`config.mk`:
```
export PLATFORM = sky130hd
export DESIGN_NAME = png_chunk_crc_validator_core
export DESIGN_NICKNAME = d
export VERILOG_FILES = /design/src/hdl/pcv_pkg.sv /design/src/hdl/pcv_parser.sv /design/src/hdl/pcv_out_buf.sv /design/src/hdl/png_chunk_crc_validator_core.sv
export SDC_FILE = /design/constraint.sdc
export NUM_CORES = 1
export LEC_CHECK = 0
export ABC_AREA = 1
export BUFFER_PORTS_ARGS = -buffer_cell sky130_fd_sc_hd__buf_2
export CAP_MARGIN = 20
export CORE_ASPECT_RATIO = 0.75
export CORE_UTILIZATION = 45
export DETAILED_ROUTE_END_ITERATION = 8
export HOLD_SLACK_MARGIN = 0.15
export PLACE_DENSITY_LB_ADDON = 0.25
export SLEW_MARGIN = 20
export SYNTH_ARGS = -nofsm -noshare
export SYNTH_HDL_FRONTEND = slang
export SYNTH_HIERARCHICAL = 1
export SYNTH_SLANG_ARGS = --single-unit
export TNS_END_PERCENT = 100
```
`constraint.sdc`:
```
create_clock -name clk_i -period 3.2 [get_ports clk_i]
set_input_delay 0.64 -clock clk_i [delete_from_list [all_inputs] [get_ports clk_i]]
set_output_delay 0.64 -clock clk_i [all_outputs]
set_load 0.01 [all_outputs]
```
`src/hdl/pcv_pkg.sv`:
```
package pcv_pkg;

  localparam logic [31:0] CRC_POLY = 32'hEDB8_8320;
  localparam logic [31:0] CRC_ALL  = 32'hFFFF_FFFF;
  localparam logic [31:0] HDR_LEN  = 32'd13;
  localparam logic [31:0] HDR_BODY = 32'd17;  // type plus 13 data bytes
  localparam logic [31:0] FIELD4   = 32'd4;
  localparam logic [31:0] SIG_LEN  = 32'd8;

  // event codes on event_res
  localparam logic [3:0] EV_NONE     = 4'd0;
  localparam logic [3:0] EV_HDR_OK   = 4'd1;
  localparam logic [3:0] EV_BAD_SIG  = 4'd2;
  localparam logic [3:0] EV_BAD_HLEN = 4'd3;
  localparam logic [3:0] EV_BAD_HCRC = 4'd4;
  localparam logic [3:0] EV_CHUNK_OK = 4'd5;
  localparam logic [3:0] EV_CHUNK_BAD = 4'd6;
  localparam logic [3:0] EV_END_OK   = 4'd7;
  localparam logic [3:0] EV_END_BAD  = 4'd8;

  typedef enum logic [8:0] {
    PH_SIG   = 9'b0_0000_0001,
    PH_HLEN  = 9'b0_0000_0010,
    PH_HBODY = 9'b0_0000_0100,
    PH_HCRC  = 9'b0_0000_1000,
    PH_LEN   = 9'b0_0001_0000,
    PH_TYPE  = 9'b0_0010_0000,
    PH_DATA  = 9'b0_0100_0000,
    PH_CRC   = 9'b0_1000_0000,
    PH_DONE  = 9'b1_0000_0000
  } phase_e;

  typedef struct packed {
    logic [7:0] out_byte;
    logic [3:0] event_res;
    logic       stream_done;
  } res_t;

  // reflected CRC-32, one byte
  function automatic logic [31:0] crc_byte(logic [31:0] c_in, logic [7:0] b);
    logic [31:0] c;
    c = c_in ^ {24'd0, b};
    for (int k = 0; k < 8; k++) begin
      c = c[0] ? (CRC_POLY ^ (c >> 1)) : (c >> 1);
    end
    return c;
  endfunction

  function automatic logic [7:0] sig_byte(logic [2:0] idx);
    logic [7:0] v;
    case (idx)
      3'd0: v = 8'd137;
      3'd1: v = 8'd80;
      3'd2: v = 8'd78;
      3'd3: v = 8'd71;
      3'd4: v = 8'd13;
      3'd5: v = 8'd10;
      3'd6: v = 8'd26;
      default: v = 8'd10;
    endcase
    return v;
  endfunction

  function automatic logic [7:0] end_tag(logic [1:0] idx);
    logic [7:0] v;
    case (idx)
      2'd0: v = 8'h49;
      2'd1: v = 8'h45;
      2'd2: v = 8'h4e;
      default: v = 8'h44;
    endcase
    return v;
  endfunction

endpackage

```
`src/hdl/pcv_parser.sv`:
```
// Chunk parser: field counters, running CRC and the mode register.
module pcv_parser (
  input  logic             clk_i,
  input  logic             rst_ni,
  input  logic             cfg_we_i,
  input  logic             cfg_wdata_i,
  input  logic             step_i,
  input  logic [7:0]       data_byte_i,
  input  logic             frame_start_i,
  output pcv_pkg::res_t    res_o
);

  pcv_pkg::phase_e phase_q, phase_d, phase_c;
  logic [31:0] cnt_q, cnt_d, cnt_c, cnt_inc;
  logic [31:0] len_q, len_d, len_c, len_sh;
  logic [31:0] crc_q, crc_d, crc_c, crc_fin;
  logic [31:0] rcv_q, rcv_d, rcv_c, rcv_sh;
  logic        end_q, end_d, end_c;
  logic        fin_q, fin_d, fin_c;
  logic        inv_q;
  logic        rewrite;
  logic [1:0]  byte_sel;
  logic [7:0]  ob;
  logic [3:0]  ev;

  always_comb begin
    // a frame start restarts the parse on this very byte
    if (frame_start_i) begin
      phase_c = pcv_pkg::PH_SIG;
      cnt_c   = '0;
      len_c   = '0;
      crc_c   = pcv_pkg::CRC_ALL;
      rcv_c   = '0;
      end_c   = 1'b0;
      fin_c   = 1'b0;
    end else begin
      phase_c = phase_q;
      cnt_c   = cnt_q;
      len_c   = len_q;
      crc_c   = crc_q;
      rcv_c   = rcv_q;
      end_c   = end_q;
      fin_c   = fin_q;
    end
  end

  assign cnt_inc  = cnt_c + 32'd1;
  assign len_sh   = {len_c[23:0], data_byte_i};
  assign rcv_sh   = {rcv_c[23:0], data_byte_i};
  assign crc_fin  = crc_c ^ pcv_pkg::CRC_ALL;
  assign rewrite  = inv_q & ~end_c;
  assign byte_sel = 2'd3 - cnt_c[1:0];

  always_comb begin
    phase_d = phase_c;
    cnt_d   = cnt_c;
    len_d   = len_c;
    crc_d   = crc_c;
    rcv_d   = rcv_c;
    end_d   = end_c;
    fin_d   = fin_c;
    ob      = data_byte_i;
    ev      = pcv_pkg::EV_NONE;
    if (!fin_c) begin
      unique case (phase_c)
        pcv_pkg::PH_SIG: begin
          if (data_byte_i != pcv_pkg::sig_byte(cnt_c[2:0])) begin
            ev      = pcv_pkg::EV_BAD_SIG;
            fin_d   = 1'b1;
            phase_d = pcv_pkg::PH_DONE;
          end else if (cnt_inc == pcv_pkg::SIG_LEN) begin
            cnt_d   = '0;
            len_d   = '0;
            phase_d = pcv_pkg::PH_HLEN;
          end else begin
            cnt_d = cnt_inc;
          end
        end
        pcv_pkg::PH_HLEN: begin
          len_d = len_sh;
          cnt_d = cnt_inc;
          if (cnt_inc == pcv_pkg::FIELD4) begin
            cnt_d = '0;
            if (len_sh != pcv_pkg::HDR_LEN) begin
              ev      = pcv_pkg::EV_BAD_HLEN;
              fin_d   = 1'b1;
              phase_d = pcv_pkg::PH_DONE;
            end else begin
              crc_d   = pcv_pkg::CRC_ALL;
              phase_d = pcv_pkg::PH_HBODY;
            end
          end
        end
        pcv_pkg::PH_HBODY: begin
          crc_d = pcv_pkg::crc_byte(crc_c, data_byte_i);
          cnt_d = cnt_inc;
          if (cnt_inc == pcv_pkg::HDR_BODY) begin
            cnt_d   = '0;
            rcv_d   = '0;
            phase_d = pcv_pkg::PH_HCRC;
          end
        end
        pcv_pkg::PH_HCRC: begin
          rcv_d = rcv_sh;
          cnt_d = cnt_inc;
          if (cnt_inc == pcv_pkg::FIELD4) begin
            cnt_d = '0;
            if (rcv_sh == crc_fin) begin
              ev      = pcv_pkg::EV_HDR_OK;
              len_d   = '0;
              phase_d = pcv_pkg::PH_LEN;
            end else begin
              ev      = pcv_pkg::EV_BAD_HCRC;
              fin_d   = 1'b1;
              phase_d = pcv_pkg::PH_DONE;
            end
          end
        end
        pcv_pkg::PH_LEN: begin
          len_d = len_sh;
          cnt_d = cnt_inc;
          if (cnt_inc == pcv_pkg::FIELD4) begin
            cnt_d   = '0;
            crc_d   = pcv_pkg::CRC_ALL;
            end_d   = 1'b1;
            phase_d = pcv_pkg::PH_TYPE;
          end
        end
        pcv_pkg::PH_TYPE: begin
          if (data_byte_i != pcv_pkg::end_tag(cnt_c[1:0])) begin
            end_d = 1'b0;
          end
          crc_d = pcv_pkg::crc_byte(crc_c, data_byte_i);
          cnt_d = cnt_inc;
          if (cnt_inc == pcv_pkg::FIELD4) begin
            cnt_d   = '0;
            rcv_d   = '0;
            phase_d = (len_c == '0) ? pcv_pkg::PH_CRC : pcv_pkg::PH_DATA;
          end
        end
        pcv_pkg::PH_DATA: begin
          if (rewrite) begin
            ob = ~data_byte_i;
          end
          crc_d = pcv_pkg::crc_byte(crc_c, ob);
          cnt_d = cnt_inc;
          if (cnt_inc == len_c) begin
            cnt_d   = '0;
            phase_d = pcv_pkg::PH_CRC;
          end
        end
        pcv_pkg::PH_CRC: begin
          if (rewrite) begin
            ob = crc_fin[{byte_sel, 3'b000} +: 8];
          end
          rcv_d = rcv_sh;
          cnt_d = cnt_inc;
          if (cnt_inc == pcv_pkg::FIELD4) begin
            cnt_d = '0;
            if (end_c) begin
              ev      = (rcv_sh == crc_fin) ? pcv_pkg::EV_END_OK : pcv_pkg::EV_END_BAD;
              fin_d   = 1'b1;
              phase_d = pcv_pkg::PH_DONE;
            end else begin
              ev      = (rewrite || rcv_sh == crc_fin) ? pcv_pkg::EV_CHUNK_OK
                                                       : pcv_pkg::EV_CHUNK_BAD;
              len_d   = '0;
              phase_d = pcv_pkg::PH_LEN;
            end
          end
        end
        default: begin
          fin_d   = 1'b1;
          phase_d = pcv_pkg::PH_DONE;
        end
      endcase
    end
  end

  assign res_o.out_byte    = ob;
  assign res_o.event_res   = ev;
  assign res_o.stream_done = fin_d;

  always_ff @(posedge clk_i or negedge rst_ni) begin
    if (!rst_ni) begin
      phase_q <= pcv_pkg::PH_SIG;
      cnt_q   <= '0;
      len_q   <= '0;
      crc_q   <= pcv_pkg::CRC_ALL;
      rcv_q   <= '0;
      end_q   <= 1'b0;
      fin_q   <= 1'b0;
      inv_q   <= 1'b0;
    end else begin
      if (cfg_we_i) begin
        inv_q <= cfg_wdata_i;
      end
      if (step_i) begin
        phase_q <= phase_d;
        cnt_q   <= cnt_d;
        len_q   <= len_d;
        crc_q   <= crc_d;
        rcv_q   <= rcv_d;
        end_q   <= end_d;
        fin_q   <= fin_d;
      end
    end
  end

endmodule

```
`src/hdl/pcv_out_buf.sv`:
```
// Output register with one skid entry; stall toward the source is registered.
module pcv_out_buf (
  input  logic          clk_i,
  input  logic          rst_ni,
  input  logic          in_valid_i,
  output logic          in_stall_o,
  input  pcv_pkg::res_t in_res_i,
  output logic          out_valid_o,
  input  logic          out_stall_i,
  output pcv_pkg::res_t out_res_o
);

  logic          out_valid_q, skid_valid_q;
  pcv_pkg::res_t out_q, skid_q;
  logic          accept, take;

  assign in_stall_o = skid_valid_q;
  assign accept     = in_valid_i & ~skid_valid_q;
  assign take       = out_valid_q & ~out_stall_i;

  always_ff @(posedge clk_i or negedge rst_ni) begin
    if (!rst_ni) begin
      out_valid_q  <= 1'b0;
      skid_valid_q <= 1'b0;
    end else begin
      if (!out_valid_q || take) begin
        if (skid_valid_q) begin
          skid_valid_q <= 1'b0;
        end else begin
          out_valid_q <= accept;
        end
      end else if (accept) begin
        skid_valid_q <= 1'b1;
      end
    end
  end

  always_ff @(posedge clk_i) begin
    if (!out_valid_q || take) begin
      out_q <= skid_valid_q ? skid_q : in_res_i;
    end
    if (accept && out_valid_q && !take) begin
      skid_q <= in_res_i;
    end
  end

  assign out_valid_o = out_valid_q;
  assign out_res_o   = out_q;

endmodule

```
`src/hdl/png_chunk_crc_validator_core.sv`:
```
// Channel  | Direction | Handshake           | Word
// ---------+-----------+---------------------+------------------------------------------
// in       | sink      | in_valid_i/in_stall_o   | data_byte_i, frame_start_i
// out      | source    | out_valid_o/out_stall_i | out_byte_o, event_res_o, stream_done_o
// cfg      | sink      | cfg_we_i            | cfg_wdata_i (invert mode)
//
// One word in per cycle while in_stall_o is low, one word out per input word;
// an accepted word enters the output register, or the skid entry if stalled.
// Per-byte work is a single table-free CRC byte update plus the field counter
// compare, all between the parser state and the output register.
// Reset (rst_ni low, async) clears the parse state and the invert mode.
// in_stall_o is the registered skid-full flag: a word taken while the output
// is stalled goes to the skid entry, and input then pauses until it drains.
module png_chunk_crc_validator_core (
  input  logic       clk_i,
  input  logic       rst_ni,
  input  logic       cfg_we_i,
  input  logic       cfg_wdata_i,
  input  logic       in_valid_i,
  output logic       in_stall_o,
  input  logic [7:0] data_byte_i,
  input  logic       frame_start_i,
  output logic       out_valid_o,
  input  logic       out_stall_i,
  output logic [7:0] out_byte_o,
  output logic [3:0] event_res_o,
  output logic       stream_done_o
);

  pcv_pkg::res_t res, out_res;
  logic          step;

  // a word is taken whenever the skid entry is free
  assign step = in_valid_i & ~in_stall_o;

  pcv_parser u_parser (
    .clk_i         (clk_i),
    .rst_ni        (rst_ni),
    .cfg_we_i      (cfg_we_i),
    .cfg_wdata_i   (cfg_wdata_i),
    .step_i        (step),
    .data_byte_i   (data_byte_i),
    .frame_start_i (frame_start_i),
    .res_o         (res)
  );

  pcv_out_buf u_out_buf (
    .clk_i       (clk_i),
    .rst_ni      (rst_ni),
    .in_valid_i  (in_valid_i),
    .in_stall_o  (in_stall_o),
    .in_res_i    (res),
    .out_valid_o (out_valid_o),
    .out_stall_i (out_stall_i),
    .out_res_o   (out_res)
  );

  assign out_byte_o    = out_res.out_byte;
  assign event_res_o   = out_res.event_res;
  assign stream_done_o = out_res.stream_done;

endmodule

```
### Word-level counts from Yosys, hierarchy flattened

Cells that the tools add are included.

| cells by class | value |
|---|---|
| add/sub/neg operators | 2 |
| equal/unequal tests | 23 |
| shifts and indexed selects | 1 |
| muxes and demuxes | 101 |
| bitwise operators | 26 |
| reductions and logical operators | 16 |

Operators by type and width:

| cell | number |
|---|---|
| 32-bit 2-to-1 mux | 40 |
| 32-bit one-hot mux with 4 select lines | 3 |
| 13-bit NOT with 14-bit output | 16 |
| 9-bit 2-to-1 mux | 14 |
| 32-bit one-hot mux with 3 select lines | 1 |
| 8-bit 2-to-1 mux | 10 |
| 9-bit one-hot mux with 8 select lines | 1 |
| 32-bit == test | 2 |
| 32-bit by 8-bit bitwise XOR with 32-bit output | 2 |
| 8-bit one-hot mux with 6 select lines | 1 |
| 32-bit by 1-bit adder with 32-bit output (second input constant) | 1 |
| 32-bit by 3-bit == test with 1-bit output (second input constant) | 1 |
| 32-bit by 4-bit == test with 1-bit output (second input constant) | 1 |
| 32-bit by 5-bit == test with 1-bit output (second input constant) | 1 |
| 32-bit zero test | 1 |
| 32-bit by 4-bit inequality test with 1-bit output (second input constant) | 1 |
| 32-bit NOT | 1 |
| 32-bit by 6-bit variable part select with 8-bit output | 1 |
| 4-bit 2-to-1 mux | 6 |
| 8-bit inequality test | 2 |
| 4-bit one-hot mux with 4 select lines | 1 |
| 8-bit one-hot mux with 2 select lines | 1 |
| 1-bit 2-to-1 mux | 15 |
| 13-bit 2-to-1 mux | 1 |
| 32 further kinds | 45 |

| storage, ports and cells | value |
|---|---|
| register bits after elaboration | 168 |
| input port bits | 15 |
| output and inout port bits | 15 |
| word-level logic and storage cells | 185 |

### Logic depth before layout (Yosys ltp)

Gate-level depths: netlist (run 1).

| logic depth | value |
|---|---|
| depth in word-level cells | 25 |
| depth in mapped cells | 27 |
| gate-level depth less buffers | 25 |

### Cells and area by module

The synthesis (run 1) kept the hierarchy.

By module, submodules not included:

| module | instances | cells each | area each (sq um) | sequential area each (sq um) |
|---|---|---|---|---|
| pcv_parser | 1 | 2,267 | 13,520.5 | 3,344.5 |
| pcv_out_buf | 1 | 77 | 1,027.2 | 830.8 |
| png_chunk_crc_validator_core | 1 | 2 | 10.0 | 0.0 |

### Worst setup path after synthesis (run 1)

OpenSTA, ideal clock, no wires.

| timing | value |
|---|---|
| kind | input to register |
| start | in frame_start_i |
| end | reg u_parser.len_q[22] |
| library setup time | 0.122 ns |
| data arrival time | 3.501 ns |
| required time | 3.078 ns |
| path slack | -0.423 ns |
| cell stages on the path | 21 |
| buffers on the path | 3 |
| path through | inv_4 nand2_2 clkbuf_1 inv_1 ha_1 nand2_1 clkinv_1 nand2_2 nor2_4 nand2_1 nand2_1 nor3_2 nand4_1 nor2_1 nand3_4 buf_6 o21bai_4 nand4_4 buf_4 nand2_1 a21oi_1 |

| between the ends | value |
|---|---|
| longest elaborated chain between the ends | 9 |
| elaborated cells between the ends (all ways) | 36 |
| classes of those cells | add/sub (1); eq/ne (14); mux (18); bitwise (1); reduce/logical (2) |

Ends and longest elaborated chain:

| what | line | source |
|---|---|---|
| start: declaration | png_chunk_crc_validator_core.sv:22 | `input logic frame_start_i,` |
| branches (longest 8 deep; another with 32-bit by 1-bit adder with 32-bit output) | - |  |
| 32-bit 2-to-1 mux (*) | pcv_parser.sv:64 | `if (!fin_c) begin` |
| end signal: assignment | pcv_parser.sv:201 | `len_q <= len_d;` |
| end: declaration | pcv_parser.sv:15 | `logic [31:0] len_q, len_d, len_c, len_sh;` |

Every way passes the cells marked *. The select of a mux whose other input is x is not followed.
A chain may end at the register's enable or synchronous reset.

### Final worst setup path (run 1)

| timing | value |
|---|---|
| start | in frame_start_i |
| end | reg u_parser.crc_q[6] |

| between the ends | value |
|---|---|
| longest elaborated chain between the ends | 18 |
| elaborated cells between the ends (all ways) | 47 |
| classes of those cells | add/sub (1); eq/ne (7); mux (30); bitwise (8); reduce/logical (1) |

Ends and longest elaborated chain:

| what | line | source |
|---|---|---|
| 1-bit 2-to-1 mux | pcv_parser.sv:28 | `if (frame_start_i) begin` |
| 1-bit NOT | pcv_parser.sv:51 | `assign rewrite = inv_q & ~end_c;` |
| 1-bit bitwise AND | pcv_parser.sv:51 |  |
| 8-bit 2-to-1 mux | pcv_parser.sv:142 | `if (rewrite) begin` |
| 8-bit 2-to-1 mux | pcv_parser.sv:65 | `unique case (phase_c)` |
| 8-bit 2-to-1 mux | pcv_parser.sv:64 |  |
| 32-bit by 8-bit bitwise XOR with 32-bit output | pcv_pkg.sv:42 | `c = c_in ^ {24'd0, b};` |
| 32-bit 2-to-1 mux (5 in series) | pcv_pkg.sv:44 | `c = c[0] ? (CRC_POLY ^ (c >> 1)) : (c >> 1);` |
| 13-bit NOT with 14-bit output (no source line) | - |  |
| 32-bit 2-to-1 mux (3 in series) | pcv_pkg.sv:44 |  |
| 32-bit one-hot mux with 4 select lines | pcv_parser.sv:65 |  |
| 32-bit 2-to-1 mux (*) | pcv_parser.sv:64 |  |
| end signal: assignment | pcv_parser.sv:189 | `crc_q <= pcv_pkg::CRC_ALL;` |
| end signal: assignment | pcv_parser.sv:202 | `crc_q <= crc_d;` |
| end: declaration | pcv_parser.sv:16 | `logic [31:0] crc_q, crc_d, crc_c, crc_fin;` |

Mark *: on every way between the ends. The rest lies on a longest branch, timed or not. The select of a mux whose other input is x is not followed.

==> results of run 1 <==
==> what timing repair did <==
item / 4_1_cts / 5_1_grt
gates cloned: 0 / 4
hold endpoints to repair: 33 / 0
pin swaps: 7 / 30
setup buffers: 4 / 22
hold buffers: 1 / 0
setup endpoints to repair: 131 / 138
resized for setup: 19 / 176
==> path summary, 6_finish.rpt <==
| kind | start | end |
|---|---|---|
| min reg2reg | u_parser/crc_q[6] | u_parser/crc_q[6] |
| min | cfg_wdata_i | u_parser/inv_q |
| max in group asynchronous | rst_ni | u_parser/crc_q[31] |
| max | frame_start_i | u_parser/crc_q[6] |
| min in group asynchronous | rst_ni | u_parser/cnt_q[23] |
| max reg2reg | u_parser/cnt_q[0] | u_parser/crc_q[6] |
==> through the flow <==
stage / worst slack, ns / instance area, µm² / TNS [ns] / utilization
finish: -0.0825 / 20200 / -2.61 / 0.641
global route: -0.221 / 20200 / -15.56 / 0.641
CTS: 0.00185 / 19300 / 0 / 0.614
detailed placement: -0.608 / 18700 / -63.62 / 0.592
global placement: -0.555 / 18700 / -55.37 / 0.592
floorplan: -0.0364 / 14700 / -0.364 / -
==> worst min-delay path: stages <==
cell     delay, ns
buf_2         0.07
nand2_1       0.03
o21ai_0       0.06
==> power by group <==
group	switching (mW)	leakage, nW	internal, mW
logic	2.82	7.73	1.98
registers	0.344	1.88	2.49
clock network	0.984	0.293	1.15
total	4.15	9.90	5.62
==> area by class of cell <==
type / count / area share
repair buffers: 546 / 0.216
flip-flops and latches: 160 / 0.207
clock buffers: 22 / 0.0251
multi-input cells: 1846 / 0.476
clock inverters: 10 / 0.00427
inverters: 242 / 0.0469
well taps: 406 / 0.0251
==> cell usage in the layout, fill, tap and decap left out, types with 8 or more instances in the layout <==
cell / count
nand2_1: 696
buf_4: 479
inv_1: 221
a21oi_1: 213
nor2_1: 205
o21ai_0: 140
nand3_1: 118
dfrtp_1: 97
xor2_1: 60
nand2_2: 46
nor2_2: 39
nor2_4: 36
nand4_1: 36
dfstp_2: 33
o22ai_1: 32
o21ai_1: 31
buf_2: 27
edfxtp_1: 26
clkbuf_16: 21
buf_6: 19
xnor2_1: 19
nand3_2: 18
buf_12: 16
nor3_1: 13
o211ai_1: 13
inv_2: 10
nor4_1: 10
a21oi_2: 10
a31oi_1: 10
a221oi_1: 8
or2_2: 8
nand3_4: 8
==> per-layer routing <==
| layer | up-vias | routed length, µm | global-route usage |
|---|---|---|---|
| met1 | 8742 | 30100 | 0.589 |
| met4 | 0 | 1360 | 0.0952 |
| met5 | - | 0 | 0 |
| met3 | 117 | 10000 | 0.148 |
| met2 | 1151 | 26300 | 0.551 |
| li1 | 8627 | - | - |
==> sequential cells by signal, summed over array words and instances, names as in the netlist, 9 cells and up <==
register and flops:
u_parser/len_q 32, u_parser/rcv_q 24, u_out_buf/out_res_o 13, u_parser/phase_q 9
u_out_buf/skid_q 13, u_parser/crc_q 32, u_parser/cnt_q 32
==> logic make-up (layout without fill, tap and decap cells) <==
| logic type | count (synthesis) | in the layout | synth area share |
|---|---|---|---|
| XOR/XNOR | 86 | 86 | 0.0561 |
| AND/OR/NAND/NOR | 1262 | 1262 | 0.370 |
| adder cells (fa/ha/maj) | 9 | 9 | 0.00774 |
| AO/OA/AOI/OAI | 489 | 489 | 0.183 |
| buffers and inverters | 340 | 820 | 0.0962 |
| flip-flops | 160 | 160 | 0.287 |
==> summary.md, run 1 <==
| Metric | Value |
|---|---|
| Status | finished with violations |
| Failing checks | setup timing |
| Routed WL | 67.8 mm |
| CTS root buf | clkbuf_16 |
| Initial core utilization | 0.462 |
| Slew Viols, Final | 0 |
| Crit path launch type | primary input |
| Hold_ws | 0.406 ns |
| Critical path class | primary input to flop |
| Vias per cell | 5.77 |
| Post-Layout Cell Count | 3,232 |
| CP arrival | 3.69 ns |
| Grt total ovfl | 0 |
| Synth Cell Area | 14,600 µm² |
| Tightest Pin Transition | 0.805 ns |
| Fraction of registers with async set/reset | 0.838 |
| Synth Register Bits | 160 |
| Initial antenna violation count | 0 |
| Tot GR Track Use | 0.403 |
| Cts bufs inserted | 17 |
| Final hold vios | 0 |
| CTS tree | built |
| # fillers | 2,924 |
| Drt drc | 0 |
| Top cells by area, synth | nand2_1 19%, dfrtp_1 17%, a21oi_1 7.7%, nor2_1 6.3%, dfstp_2 6.0% |
| Syn_area_per_cell | 6.21 µm² |
| EDFF count, synth | 26 |
| Final WS setup | -0.0825 ns |
| Synth cell types | 63 |
| Worst reg-to-reg path cell count | 24 |
| Synth cell count leaders | 740 x nand2_1, 245 x nor2_1, 226 x inv_1 |
| Post-synth top area share | 0.191 |
| Final GP Congestion | 1.02 |
| Hold depth | 3 |
| # port buffers | 29 |
| Family with the most delay on the worst path | simple AND/OR/NAND/NOR gates |
| Layout cell share with drive strength beyond 1 | 0.293 |
| Synth warn | 6 |
| Drt pass-1 iters | 8 |
| Post-synth top area cell | nand2_1 |
| CTS clk-pin slew, worst paths | 0.08 ns |
| Floorplan row count | 56 |
| VDD IR max | 388 µV |
| First-pass GRT wire length | 100 mm |
| Via count | 18,600 |
| CTS max path bufs | 2 |
| Relative slew slack | 0.464 |
| Largest stage delay on the critical path | 0.23 ns |
| Clock latency on the worst-skew pair | 0.46 ns |
| Diode count | 0 |
| Max Freq | 305 MHz |
| Post-synth top flop | dfrtp_1 |
| CTS sink count | 160 |
| Crit path required time | 3.61 ns |
| Die width | 210 µm |
| Setup crit end kind | flop |
| Reg2Reg Setup Slack | -0.06 ns |
| Worst-path fanout max | 8 |
| I/O pin count | 30 |
| Leakage | 9.90 nW |
| Pwr Total | 9.77 mW |
| Drt wl/cell | 21.0 µm |
| Iter 0 DRT Violations | 2,437 |
| CP max-delay cell | nor2_4 |
| Most numerous cell in the Yosys netlist | nand2_1 |
| Die Ht | 158 µm |
| Worst Hold Class | primary input to flop |
| Nets | 2,837 |
| Largest net degree at the start of global routing | 138 |
| Cells after synthesis | 2,346 |
| Multi-input combinational cell area | 9620 µm² |
| H-Tree Depth | 4 |
| Post-route ant nets | 0 |
| Syn nets | 2,370 |
| Storage element area | 4180 µm² |
| Max-cap viol count | 0 |
| Core Footprint | 31,500 µm² |
| Minimum clock period | 3.28 ns |
| Area grow syn2layout | 38.8% |
| Pwr Density | 483 nW/µm² |
| Crit-path most repeated cell | nand2_1 |
| Levels on crit path | 24 |
| Vias in the first global route | 16,800 |
| Final setup fails | 65 |
| Buf/Inv on CP | 8 |
| Worst clock skew | 0.0160 ns |
| RSZ-0062 raised after global routing | true |
| Sequential fraction of the synthesis area | 0.287 |
| Die area | 33,100 µm² |
| Hpwl dp | 50.7 mm |
| Tcrit/Tclk final | 1.03 |
| Placed Cells | 3,170 |
| Critical path, cell by cell | buf_4, inv_16, buf_12, nand3_2, buf_4, nor2_4, nand2_2, nor2_1, buf_4, nand2_1, nand2_1, nand2_1, nor2_1, nand2_1, nor2_4, nand3_4, buf_6, nor2_4, buf_4, buf_8, o21ai_0, o2111ai_1, nand2_1, nand2_1 |
No activity file was read; power rests on OpenSTA's default activity.
==> inputs of run 2 (changes only) <==
==> constraint.sdc (replaced) <==
create_clock -name clk_i -period 3.2 [get_ports clk_i]
set_input_delay 0.16 -clock clk_i [delete_from_list [all_inputs] [get_ports clk_i]]
set_output_delay 0.16 -clock clk_i [all_outputs]
set_load 0.01 [all_outputs]
==> run 2 against run 1 <==
  * The run now ends clean
  * Hold slack got worse by 0.18 ns
  * Wire length fell by 3.6%
  * Non-clock buffer count fell by 121
  * Setup slack gained 0.10 ns
  * Clock power is 2% lower
  * Sequential power hardly changed
  * First-iteration DRC count up 5.1%
  * Combinational power shrank 4%
  * Critical path type is now flop to flop
  * Largest cell class unchanged
  * Largest power group unchanged
==> summary.md, run 2 (synthesized netlist as in run 1, its figures left out) <==
| Metric | Value |
|---|---|
| Slew Viols, Final | 0 (unchanged) |
| Post-DP Area | 17,700 µm² (-5.3%) |
| Regs by FF count | u_parser/cnt_q (32), u_parser/crc_q (32), u_parser/len_q (32) |
| Final setup fails | 0 (-100%) |
| Max-cap viol count | 0 (unchanged) |
| Critical path class | flop to flop |
| Drt pass-1 iters | 8 (unchanged) |
| Leakage | 9.40 nW (-5.1%) |
| # port buffers | 29 (unchanged) |
| Worst slack at placement | -0.237 ns (+0.371 ns) |
| CP arrival | 3.53 ns (-0.16 ns) |
| Initial core utilization | 0.462 (unchanged) |
| Die width | 210 µm (unchanged) |
| Drt drc | 0 (unchanged) |
| Core Footprint | 31,500 µm² (unchanged) |
| Vias per cell | 5.80 (+0.64%) |
| CTS sink count | 160 (unchanged) |
| Tightest Pin Transition | 0.945 ns (+0.141 ns) |
| Tcrit/Tclk final | 0.994 (-0.0322) |
| Layout cell share with drive strength beyond 1 | 0.256 (-0.0369) |
| Die Ht | 158 µm (unchanged) |
| First-pass GRT wire length | 97.9 mm (-2.3%) |
| CTS max path bufs | 2 (unchanged) |
| Worst clock skew | 0.0151 ns (-0.000917 ns) |
| Most common cell after layout, fill and taps aside | nand2_1 |
| Floorplan row count | 56 (unchanged) |
| Max Freq | 315 MHz (+3.2%) |
| Final GP Congestion | 1.04 (+1.5%) |
| CTS clk-pin slew, worst paths | 0.07 ns (about the same) |
| Iter 0 DRT Violations | 2,562 (+5.1%) |
| Worst Hold Class | primary input to flop |
| Initial antenna violation count | 1 (+1) |
| Worst-path fanout max | 6 (-2) |
| VDD IR max | 405 µV (+4.4%) |
| Minimum clock period | 3.18 ns (-0.103 ns) |
| H-Tree Depth | 4 (unchanged) |
| RSZ-0062 raised after global routing | true |
| Diode count | 0 (unchanged) |
| Largest net degree at the start of global routing | 74 (-46%) |
| Area grow syn2layout | 31.9% |
| Reg2Reg Setup Slack | 0.02 ns (+0.08 ns) |
| Hold depth | 4 (+1) |
| Cts bufs inserted | 17 (unchanged) |
| Storage element area | 4180 µm² (about the same) |
| Die area | 33,100 µm² (unchanged) |
| Clock latency on the worst-skew pair | 0.47 ns (about the same) |
| Hpwl dp | 48.8 mm (-3.9%) |
| Post-route ant nets | 0 (unchanged) |
| Vias in the first global route | 16,100 (-4.4%) |
| Worst reg-to-reg path cell count | 22 (-8.3%) |
| Sum Neg Setup Slack | 0 ns (+2.61 ns) |
| Pwr Total | 9.51 mW (-2.6%) |
| Relative slew slack | 0.370 (-0.0938) |
| Routed WL | 65.4 mm (-3.6%) |
| Crit path launch type | flop |
| Final Instance Area | 19,200 µm² (-5.0%) |
| Grt total ovfl | 0 (unchanged) |
| Final hold vios | 0 (unchanged) |
| Commonest cells after routing, fill and taps aside | 684 x nand2_1, 357 x buf_4, 222 x inv_1 |
| CTS tree | built |
| CTS root buf | clkbuf_16 |
| I/O pin count | 30 (unchanged) |
| Via count | 18,100 (-3.1%) |
| Crit path required time | 3.55 ns (-0.06 ns) |
| Setup crit end kind | flop |
| Drt wl/cell | 21.0 µm (+0.12%) |
| Multi-input combinational cell area | 9560 µm² (-0.62%) |
| Tot GR Track Use | 0.394 (-0.00868) |
| Final WS setup | 0.0204 ns (+0.103 ns) |
| Nets | 2,717 (-4.2%) |
| Status | finished clean |
| # fillers | 2,991 (+2.3%) |
| Pwr Density | 495 nW/µm² (+2.5%) |
==> run 2: cell types whose count changed in the layout (fill, tap and decap cells not counted), moves of 6 or more <==
| cell | before | now |
|---|---|---|
| a21oi_1 | 213 | 220 |
| a21oi_2 | 10 | 3 |
| buf_4 | 479 | 357 |
| dlygate4sd3_1 | 1 | 7 |
| nand2_1 | 696 | 684 |
| nand2_2 | 46 | 55 |
| nand2_4 | 7 | 13 |
| o21ai_0 | 140 | 148 |
==> run 2: critical path: stages, from the launching register on <==
cell	delay (ns)
dfrtp_1	0.41
buf_6	0.13
nand3_4	0.10
buf_6	0.15
nor2_4	0.18
buf_12	0.13
nand3_4	0.11
buf_6	0.16
nand2_1	0.09
nand2_2	0.08
nor2_4	0.09
nand4_1	0.23
nor2_2	0.24
nand3_2	0.12
nand2_2	0.11
nand2_4	0.06
nor2_4	0.14
nand2_4	0.13
clkbuf_16	0.21
nand2_4	0.06
nand2_2	0.04
nand2_1	0.05
nand2_1	0.05
==> run 2: through the flow <==
stage | hold slack, ns | cells | util
global placement | 0.225 | 3049 | 0.560
finish | 0.230 | 3112 | 0.609
detailed placement | 0.228 | 3049 | 0.560
CTS | 0.208 | 3089 | 0.582
global route | 0.247 | 3112 | 0.609
floorplan | -0.136 | 2346 | -
==> run 2: worst paths after layout <==
path,start,endpoint
min in group asynchronous,rst_ni,u_parser/cnt_q[24]
max reg2reg,u_parser/cnt_q[9],u_parser/cnt_q[5]
min,frame_start_i,u_parser/phase_q[0]
max,u_parser/cnt_q[9],u_parser/cnt_q[5]
max in group asynchronous,rst_ni,u_parser/crc_q[29]
min reg2reg,u_parser/crc_q[11],u_parser/crc_q[11]
==> run 2: what timing repair did <==
action                                 4_1_cts  5_1_grt
cloned                                       1        2
setup endpoints to repair                   55      139
endpoints found under the hold margin       63        0
setup buffers                                0       21
hold buffers                                 7        0
resized for setup                           10      174
pin swaps                                    3       43
==> run 2: final cells by class <==
type | instances | share of cell area
Clock buffer | 18 | 0.0224
Timing Repair Buffer | 425 | 0.180
Sequential cell | 160 | 0.218
Clock inverter | 14 | 0.00756
Tap cell | 406 | 0.0265
Multi-Input combinational cell | 1847 | 0.498
Inverter | 242 | 0.0482
==> run 2: layer usage <==
layer | track usage | routed length [µm] | vias to the layer above
met5 | 0 | 15 | -
met4 | 0.0799 | 1340 | 2
met3 | 0.134 | 10500 | 115
met2 | 0.531 | 24900 | 1210
met1 | 0.594 | 28600 | 8343
li1 | - | - | 8390
==> run 2: report_power, final <==
| group | leakage, nW | switching (mW) | internal, mW |
|---|---|---|---|
| Clock | 0.278 | 0.992 | 1.10 |
| Combinational | 7.24 | 2.80 | 1.82 |
| Sequential | 1.88 | 0.304 | 2.49 |
| Total | 9.40 | 4.10 | 5.41 |
